===== src/hw/rtl/nsr_pkg.sv =====
// shared widths, constants and types of the newton square root block
package nsr_pkg;

  // payload widths
  localparam int IN_W   = 48;
  localparam int ROOT_W = 32;

  // internal widths: positive radicand, divider numerator, estimate, quotient
  localparam int X_W    = IN_W - 1;
  localparam int A_W    = IN_W + 1;
  localparam int Y_W    = 64;
  localparam int QUOT_W = 61;

  // default parameter values
  localparam int MAX_ITERATIONS_DEF = 50;
  localparam int FRACTION_BITS_DEF  = 16;

  // sequencer states
  typedef enum logic [3:0] {
    S_IDLE  = 4'b0001,
    S_GUESS = 4'b0010,
    S_CORR  = 4'b0100,
    S_DONE  = 4'b1000
  } nsr_state_t;

  // divider request, shared by the start guess and every correction
  typedef struct packed {
    logic             start;
    logic [A_W-1:0]   numer;
    logic [Y_W-1:0]   denom;
  } nsr_div_req_t;

  // divider answer
  typedef struct packed {
    logic              done;
    logic [QUOT_W-1:0] quot;
  } nsr_div_rsp_t;

endpackage


===== src/hw/rtl/nsr_ifs.sv =====
// valid/ready channel interfaces for radicand items and root items
interface nsr_in_if;
  import nsr_pkg::*;
  logic                   valid;
  logic                   ready;
  logic signed [IN_W-1:0] radicand;

  modport source (output valid, output radicand, input ready);
  modport sink   (input valid, input radicand, output ready);
endinterface

interface nsr_out_if;
  import nsr_pkg::*;
  logic              valid;
  logic              ready;
  logic [ROOT_W-1:0] root;
  logic              status;

  modport source (output valid, output root, output status, input ready);
  modport sink   (input valid, input root, input status, output ready);
endinterface


===== src/hw/rtl/nsr_div.sv =====
// radix-2 restoring divider, one quotient bit a cycle, saturating quotient
module nsr_div #(
  parameter int FRACTION_BITS = nsr_pkg::FRACTION_BITS_DEF
) (
  input  logic                  clk,
  input  logic                  rst_n,
  input  nsr_pkg::nsr_div_req_t req,
  output nsr_pkg::nsr_div_rsp_t rsp
);
  import nsr_pkg::*;

  // numerator bits fed through the loop: integer part and fraction bits
  localparam int DW = A_W + FRACTION_BITS;
  localparam int CW = $clog2(DW + 1);
  localparam logic [QUOT_W-1:0] QUOT_CAP = {QUOT_W{1'b1}};

  logic              busy_r, busy_nxt;
  logic              done_r, done_nxt;
  logic [CW-1:0]     cnt_r, cnt_nxt;
  logic [DW-1:0]     num_r, num_nxt;
  logic [Y_W-1:0]    den_r, den_nxt;
  logic [Y_W-1:0]    rem_r, rem_nxt;
  logic [QUOT_W-1:0] quot_r, quot_nxt;
  logic              ovf_r, ovf_nxt;
  logic              zdiv_r, zdiv_nxt;
  logic [Y_W:0]      rem_sh;
  logic [Y_W:0]      rem_sub;
  logic              ge;

  // one restoring step
  assign rem_sh  = {rem_r, num_r[DW-1]};
  assign rem_sub = rem_sh - {1'b0, den_r};
  assign ge      = (rem_sh >= {1'b0, den_r});

  always_comb begin
    busy_nxt = busy_r;
    done_nxt = 1'b0;
    cnt_nxt  = cnt_r;
    num_nxt  = num_r;
    den_nxt  = den_r;
    rem_nxt  = rem_r;
    quot_nxt = quot_r;
    ovf_nxt  = ovf_r;
    zdiv_nxt = zdiv_r;
    if (req.start) begin
      // load operands, numerator scaled by the fraction bits
      busy_nxt = 1'b1;
      cnt_nxt  = CW'(DW);
      num_nxt  = {req.numer, {FRACTION_BITS{1'b0}}};
      den_nxt  = req.denom;
      rem_nxt  = '0;
      quot_nxt = '0;
      ovf_nxt  = 1'b0;
      zdiv_nxt = (req.denom == '0);
    end else if (busy_r) begin
      num_nxt  = {num_r[DW-2:0], 1'b0};
      rem_nxt  = ge ? rem_sub[Y_W-1:0] : rem_sh[Y_W-1:0];
      quot_nxt = {quot_r[QUOT_W-2:0], ge};
      // a bit leaving the quotient register means the cap is exceeded
      ovf_nxt  = ovf_r | quot_r[QUOT_W-1];
      cnt_nxt  = cnt_r - CW'(1);
      if (cnt_r == CW'(1)) begin
        busy_nxt = 1'b0;
        done_nxt = 1'b1;
      end
    end
  end

  // control state
  always_ff @(posedge clk) begin
    if (!rst_n) begin
      busy_r <= 1'b0;
      done_r <= 1'b0;
    end else begin
      busy_r <= busy_nxt;
      done_r <= done_nxt;
    end
  end

  // datapath registers
  always_ff @(posedge clk) begin
    cnt_r  <= cnt_nxt;
    num_r  <= num_nxt;
    den_r  <= den_nxt;
    rem_r  <= rem_nxt;
    quot_r <= quot_nxt;
    ovf_r  <= ovf_nxt;
    zdiv_r <= zdiv_nxt;
  end

  assign rsp.done = done_r;
  assign rsp.quot = (ovf_r || zdiv_r) ? QUOT_CAP : quot_r;

endmodule


===== src/hw/rtl/newton_square_root.sv =====
// top level of the newton square root block: sequencer, estimate and result register
//
// Usage: one radicand item (signed, FRACTION_BITS fraction bits) goes in on
// in_chan; one item with root (unsigned, same fraction bits) and status comes
// out on out_chan. Both channels are valid/ready; an item moves on a clock
// edge with valid and ready high.
// A negative radicand returns status 1 and root 0; zero returns root 0. Both
// skip the divider and go through S_DONE to the output register.
// Otherwise one divider pass forms the start guess, one more forms the first
// correction and one more runs for each update of the estimate, so an item
// with k updates takes k + 2 passes of the shared radix-2 divider, with k at
// most MAX_ITERATIONS (50 by default). The next item can be taken once the
// result has moved from S_DONE into the output register.
// in_chan.ready is high only while the sequencer is idle; one item is worked
// on at a time.
// The result register holds a finished item while out_chan.ready is low;
// a new item may be taken meanwhile, and its result waits in the sequencer
// until the register is free.
// Synchronous reset (rst_n low) returns the sequencer to idle and empties
// the result register; no state is kept from one item to the next.
module newton_square_root #(
  parameter int MAX_ITERATIONS = nsr_pkg::MAX_ITERATIONS_DEF,
  parameter int FRACTION_BITS  = nsr_pkg::FRACTION_BITS_DEF
) (
  input  logic       clk,
  input  logic       rst_n,
  nsr_in_if.sink     in_chan,
  nsr_out_if.source  out_chan
);
  import nsr_pkg::*;

  localparam int NW = $clog2(MAX_ITERATIONS + 1);
  localparam logic [A_W-1:0] ONE_FIX   = A_W'(64'd1 << FRACTION_BITS);
  localparam logic [A_W-1:0] TENTH_FIX = A_W'(((64'd1 << FRACTION_BITS) + 64'd5) / 64'd10);

  nsr_state_t          state_r, state_nxt;
  logic [X_W-1:0]      x_r, x_nxt;
  logic signed [Y_W-1:0] y_r, y_nxt;
  logic signed [Y_W-1:0] cl_r, cl_nxt;
  logic [NW-1:0]       n_r, n_nxt;
  logic                err_r, err_nxt;
  logic                out_valid_r, out_valid_nxt;
  logic [ROOT_W-1:0]   root_r, root_nxt;
  logic                status_r, status_nxt;

  nsr_div_req_t        div_req;
  nsr_div_rsp_t        div_rsp;

  logic                in_acc;
  logic [X_W-1:0]      in_x;
  logic signed [Y_W-1:0] quot_s;
  logic signed [Y_W-1:0] diff;
  logic signed [Y_W-1:0] corr;
  logic signed [Y_W-1:0] y_upd;
  logic                slot_free;
  logic [ROOT_W-1:0]   root_sat;

  // shared divider
  nsr_div #(
    .FRACTION_BITS (FRACTION_BITS)
  ) u_div (
    .clk   (clk),
    .rst_n (rst_n),
    .req   (div_req),
    .rsp   (div_rsp)
  );

  assign in_chan.ready = (state_r == S_IDLE);
  assign in_acc        = in_chan.valid && in_chan.ready;
  assign in_x          = in_chan.radicand[X_W-1:0];

  // correction (y - x/y) / 2, truncated toward zero
  assign quot_s = Y_W'({3'b000, div_rsp.quot});
  assign diff   = y_r - quot_s;
  assign corr   = $signed(diff + Y_W'(diff[Y_W-1])) >>> 1;
  assign y_upd  = y_r - corr;

  // final estimate clamped into the root field
  always_comb begin
    if (err_r || y_r[Y_W-1]) begin
      root_sat = '0;
    end else if (|y_r[Y_W-2:ROOT_W]) begin
      root_sat = '1;
    end else begin
      root_sat = y_r[ROOT_W-1:0];
    end
  end

  assign slot_free = !out_valid_r || out_chan.ready;

  // sequencer
  always_comb begin
    state_nxt      = state_r;
    x_nxt          = x_r;
    y_nxt          = y_r;
    cl_nxt         = cl_r;
    n_nxt          = n_r;
    err_nxt        = err_r;
    root_nxt       = root_r;
    status_nxt     = status_r;
    out_valid_nxt  = out_valid_r && !out_chan.ready;
    div_req.start  = 1'b0;
    div_req.numer  = {{1'b0, in_x} , 1'b0} + TENTH_FIX;
    div_req.denom  = Y_W'(A_W'(in_x) + ONE_FIX);
    unique case (state_r)
      S_IDLE: begin
        if (in_acc) begin
          x_nxt   = in_x;
          y_nxt   = '0;
          cl_nxt  = '0;
          n_nxt   = NW'(MAX_ITERATIONS);
          err_nxt = in_chan.radicand[IN_W-1];
          if (in_chan.radicand[IN_W-1] || (in_x == '0)) begin
            state_nxt = S_DONE;
          end else begin
            // start guess (2x + 0.1) / (x + 1)
            div_req.start = 1'b1;
            state_nxt     = S_GUESS;
          end
        end
      end
      S_GUESS: begin
        div_req.numer = A_W'(x_r);
        div_req.denom = Y_W'(div_rsp.quot);
        if (div_rsp.done) begin
          y_nxt         = quot_s;
          div_req.start = 1'b1;
          state_nxt     = S_CORR;
        end
      end
      S_CORR: begin
        div_req.numer = A_W'(x_r);
        div_req.denom = (y_upd > 0) ? y_upd : '0;
        if (div_rsp.done) begin
          if ((corr == cl_r) || (n_r == '0)) begin
            state_nxt = S_DONE;
          end else begin
            // apply the correction and divide by the new estimate
            y_nxt         = y_upd;
            cl_nxt        = corr;
            n_nxt         = n_r - NW'(1);
            div_req.start = 1'b1;
          end
        end
      end
      S_DONE: begin
        if (slot_free) begin
          root_nxt      = root_sat;
          status_nxt    = err_r;
          out_valid_nxt = 1'b1;
          state_nxt     = S_IDLE;
        end
      end
      default: begin
        state_nxt = S_IDLE;
      end
    endcase
  end

  // control state
  always_ff @(posedge clk) begin
    if (!rst_n) begin
      state_r     <= S_IDLE;
      out_valid_r <= 1'b0;
    end else begin
      state_r     <= state_nxt;
      out_valid_r <= out_valid_nxt;
    end
  end

  // estimate and result registers
  always_ff @(posedge clk) begin
    x_r      <= x_nxt;
    y_r      <= y_nxt;
    cl_r     <= cl_nxt;
    n_r      <= n_nxt;
    err_r    <= err_nxt;
    root_r   <= root_nxt;
    status_r <= status_nxt;
  end

  assign out_chan.valid  = out_valid_r;
  assign out_chan.root   = root_r;
  assign out_chan.status = status_r;

endmodule

===== src/flat_wrapper.sv =====
// flat-port wrapper written by rule: the top's interface ports become plain ports
module newton_square_root_flat import nsr_pkg::*;
#(
  parameter int MAX_ITERATIONS = nsr_pkg::MAX_ITERATIONS_DEF,
  parameter int FRACTION_BITS  = nsr_pkg::FRACTION_BITS_DEF
)
  (clk, rst_n, in_chan_valid, in_chan_radicand, in_chan_ready, out_chan_valid, out_chan_root, out_chan_status, out_chan_ready);
  nsr_in_if in_chan_i ();
  nsr_out_if out_chan_i ();
  input  logic clk;
  input  logic rst_n;
  input wire logic [$bits(in_chan_i.valid)-1:0] in_chan_valid;
  input wire logic [$bits(in_chan_i.radicand)-1:0] in_chan_radicand;
  output wire logic [$bits(in_chan_i.ready)-1:0] in_chan_ready;
  output wire logic [$bits(out_chan_i.valid)-1:0] out_chan_valid;
  output wire logic [$bits(out_chan_i.root)-1:0] out_chan_root;
  output wire logic [$bits(out_chan_i.status)-1:0] out_chan_status;
  input wire logic [$bits(out_chan_i.ready)-1:0] out_chan_ready;
  assign in_chan_i.valid = in_chan_valid;
  assign in_chan_i.radicand = in_chan_radicand;
  assign in_chan_ready = in_chan_i.ready;
  assign out_chan_valid = out_chan_i.valid;
  assign out_chan_root = out_chan_i.root;
  assign out_chan_status = out_chan_i.status;
  assign out_chan_i.ready = out_chan_ready;
  newton_square_root #(.MAX_ITERATIONS(MAX_ITERATIONS), .FRACTION_BITS(FRACTION_BITS)) u_core (.clk(clk), .rst_n(rst_n), .in_chan(in_chan_i), .out_chan(out_chan_i));
endmodule

===== config.mk =====
export PLATFORM = sky130hd
export DESIGN_NAME = newton_square_root_flat
export DESIGN_NICKNAME = d
export VERILOG_FILES = /design/src/hw/rtl/nsr_pkg.sv /design/src/hw/rtl/nsr_ifs.sv /design/src/hw/rtl/nsr_div.sv /design/src/hw/rtl/newton_square_root.sv /design/src/flat_wrapper.sv
export SDC_FILE = /design/constraint.sdc
export NUM_CORES = 1
export LEC_CHECK = 0
export BUFFER_PORTS_ARGS = -buffer_cell sky130_fd_sc_hd__buf_2
export CAP_MARGIN = 20
export CORE_UTILIZATION = 40
export DETAILED_ROUTE_END_ITERATION = 10
export SLEW_MARGIN = 20
export SYNTH_ARGS = -nofsm -noshare
export SYNTH_HDL_FRONTEND = slang
export SYNTH_SLANG_ARGS = --single-unit

===== constraint.sdc =====
create_clock -name clk -period 13.15 [get_ports clk]
set_input_delay 0.6575 -clock clk [delete_from_list [all_inputs] [get_ports clk]]
set_output_delay 0.6575 -clock clk [all_outputs]
set_load 0.02 [all_outputs]

==> summary.md <==
| Metric | Value |
|---|---|
| Status | `finished, final reports clean` |
| VDD IR max | `0.124 mV` |
| Max Fclk | `0.0848 GHz` |
| Placed cells | `5,208` |
| Clock Sinks | `468` |
| Max incr delay on CP | `740 ps` |
| TNS Setup | `0 ps` |
| Syn. warnings | `0` |
| Drt drc | `0` |
| Worst R2R Setup Slack | `1350 ps` |
| Final setup viols | `0` |
| Share of cells above drive strength 1 | `8.36%` |
| Startpoint types | `flop` |
| Drt pass-1 iters | `8` |
| Mapped Cells | `4,109` |
| Sequential area share after synthesis | `35.0%` |
| CTS root buffer | `clkbuf_16` |
| Netlist cell types | `107` |
| Core Util, Final | `44.6%` |
| # port buffers | `86` |
| Number of enable flip-flop cells after synthesis | `328` |
| CTS clk-pin slew, worst paths | `60 ps` |
| Total CTS buffers | `56` |
| Nets | `4,331` |
| Resized Gates After CTS | `0` |
| Worst setup path startpoint | `u_core.u_div.zdiv_r` |
| DIE AREA | `91,500 µm²` |
| Synth top area share | `27.3%` |
| Layout area overhead | `9.83%` |
| Clk buf depth | `3` |
| H-tree depth | `2` |
| CP Class | `flop to flop` |
| Placement row count | `109` |
| Synth async-reset ratio | `0%` |
| Worst hold path cell count | `1` |
| Core ar. | `88,900 µm²` |
| Placed cell area | `37,700 µm²` |
| Final Non-Filler Cells | `5,314` |
| Required time worst endpoint | `13,530 ps` |
| CTS tree | `built` |
| Final period util | `89.7%` |
| RSZ-0062 raised after global routing | `false` |
| Main synth FF type | `edfxtp_1` |
| Avg Cell Area, Syn | `8.79 µm²` |
| Worst-margin pin slew | `1260 ps` |
| Cell accounting for the most synthesized area | `edfxtp_1` |
| Synthesized area | `36,100 µm²` |
| Reg2reg start | `u_core.u_div.zdiv_r` |
| Routed length per instance | `23.9 µm` |
| Number of diodes | `0` |
| # Max-Cap Violations | `0` |
| Vias in the first global route | `30,000` |
| Max Clock Skew | `28.6 ps` |
| Mapped Nets | `4,338` |
| Routed vias/inst | `6.08` |
| Slew margin rel. | `14.8%` |
| Antenna viol nets, final | `0` |
| Hold endpoint | `u_core.err_r` |
| Crit path DAT | `12,180 ps` |
| CP max-delay cell | `nor2_1` |
| Slew Limit Fails | `0` |
| Die W | `303 µm` |
| Cts hold-fix bufs | `0` |
| Starting Density | `40.6%` |
| Reg-to-Reg End | `u_core.u_div.den_r[15]` |
| Period minus WS final | `11,800 ps` |
| Grt ovf | `0` |
| Clk_lat worst skew | `650 ps` |
| Worst path bufs/invs | `3` |
| Post-Route WL | `127 mm` |
| Power Density | `208 nW/µm²` |
| Tot GR Track Use | `27.2%` |
| Leak pwr | `15.4 nW` |
| Design Area, Final | `39,700 µm²` |
| Yosys reg bits | `468` |
| Worst Hold Class | `input pin to flop` |
| Antenna violations before repair | `1` |
| HPWL after DPL | `96.8 mm` |
| FF-to-FF path depth | `40` |
| Power, Total | `8.27 mW` |
| CP Max Fanout | `39` |
| Initial drt markers | `3,198` |
| Worst Hold Launch | `in_chan_radicand[47]` |
| Filler cells | `8,776` |
| WP depth | `40` |
| First-pass GRT wire length | `189 mm` |
| GP Congestion | `0.977` |
| Largest net degree at the start of global routing | `112` |
| Synth area leaders | `edfxtp_1 27%, dfxtp_1 7.8%, ha_1 6.1%, nor2_1 5.0%, xnor2_1 4.4%` |
| Post-CTS Setup Bufs | `0` |
| Hold Vio Cnt, Final | `0` |
| CP delay by family, top | `simple AND/OR/NAND/NOR gates` |
| DR vias | `32,300` |
| Chip Height | `303 µm` |
| Critical Path Sink Type | `flop` |
| Num ports | `87` |
| Most Frequent Cell on Critical Path | `o21ai_0` |
[placed cells by master, fill, tap and decap left out, drive strengths merged, types with 46 or more instances in the layout]
| cell type | netlist | routed |
|---|---|---|
| nor3 | 98 | 98 |
| nand3 | 105 | 105 |
| dfxtp | 140 | 140 |
| nor4 | 69 | 69 |
| nand2 | 318 | 318 |
| nor2 | 484 | 484 |
| nand2b | 49 | 49 |
| xnor2 | 180 | 180 |
| edfxtp | 328 | 328 |
| xor2 | 146 | 146 |
| inv | 152 | 156 |
| a211oi | 93 | 93 |
| mux2 | 51 | 51 |
| o21ai | 271 | 271 |
| a21oi | 197 | 197 |
| a21o | 103 | 103 |
| nand4 | 68 | 68 |
| o21a | 70 | 70 |
| ha | 175 | 175 |
| mux2i | 116 | 116 |
| and3 | 51 | 51 |
| and2 | 46 | 46 |
| clkbuf | 153 | 79 |
| buf | 54 | 142 |
[cell type report]
cell class                 count  area [µm²]  share of cell area (%)
multi-input combinational   3282       22200                    55.8
tap                         1165        1460                    3.67
clock inverter                26         218                   0.549
timing repair buffer         142         908                    2.29
clock buffer                  79        1720                    4.32
sequential                   468       12700                    31.9
inverter                     152         571                    1.44
[cells in the mapped netlist, drive strengths merged (27+ instances only)]
cell / instances
inv: 152
a211oi: 93
or3: 37
clkbuf: 153
nor4: 69
nor2b: 44
nor3: 98
o31ai: 27
a21o: 103
buf: 54
mux2i: 116
nand4: 68
nor2: 484
o21ai: 271
nand3: 105
mux2: 51
nand2b: 49
xor2: 146
and2: 46
xnor2: 180
ha: 175
a21oi: 197
o21bai: 41
edfxtp: 328
dfxtp: 140
a31oi: 44
o21a: 70
nand2: 318
and3: 51
[stage by stage]
stage          setup slack, ps  hold slack (ps)
2_1_floorplan              533              427
3_3_place_gp              1730              482
3_5_place_dp              1650              491
4_1_cts                   1600              230
5_1_grt                    829              248
6_report                  1350              271
[worst register-to-register path, delay by kind of cell, from the launching register on]
| family | cells | cell delay (ps) |
|---|---|---|
| flip-flops | 1 | 410 |
| AO/OA/AOI/OAI | 17 | 3080 |
| AND/OR/NAND/NOR | 15 | 5930 |
| buffers and inverters | 3 | 790 |
| adder cells (fa/ha/maj) | 3 | 1050 |
| XOR/XNOR | 2 | 280 |
[how the worst max path moves through the flow]
stage | slack (ps) | end
final | 1350 | u_core.u_div.den_r[15]
after global routing | 830 | u_core.u_div.den_r[15]
after floorplan | 530 | u_core.cl_r[0]
after detailed placement | 1650 | u_core.u_div.den_r[15]
after global placement | 1730 | u_core.u_div.den_r[13]
after CTS | 1600 | u_core.u_div.den_r[15]
[logic make-up after synthesis]
| group | Yosys count | synth area share, % |
|---|---|---|
| buf+inv | 359 | 3.92 |
| mux | 167 | 4.80 |
| simple gates | 1488 | 20.5 |
| fa+ha+maj | 186 | 6.42 |
| flops | 468 | 35.0 |
| other cells | 1 | 0.0104 |
| compound gates | 1097 | 20.4 |
| xor+xnor | 343 | 8.98 |
[state kept, by name, indices dropped and copies added, names as in the netlist, 4 cells and up]
signal	flops
u_core.cl_r	63
u_core.n_r	6
u_core.out_chan.root	32
u_core.state_r	4
u_core.u_div.cnt_r	7
u_core.u_div.den_r	64
u_core.u_div.num_r	49
u_core.u_div.quot_r	61
u_core.u_div.rem_r	64
u_core.x_r	47
u_core.y_r	64
[metal layers]
metal | track usage (%) | share of wire (%)
met1 | 36.5 | 43
met2 | 43.9 | 46
met3 | 3.30 | 5.9
met4 | 11.9 | 4.6
met5 | 0 | 0
[power breakdown]
part	internal (mW)	leakage, nW	total [mW]	switching, mW
Clock	0.951	0.965	1.64	0.689
Sequential	1.84	4.29	2.07	0.228
Combinational	1.74	10.1	4.56	2.83
Total	4.53	15.4	8.27	3.74
Note: power is estimated with default switching activity, not from simulation.
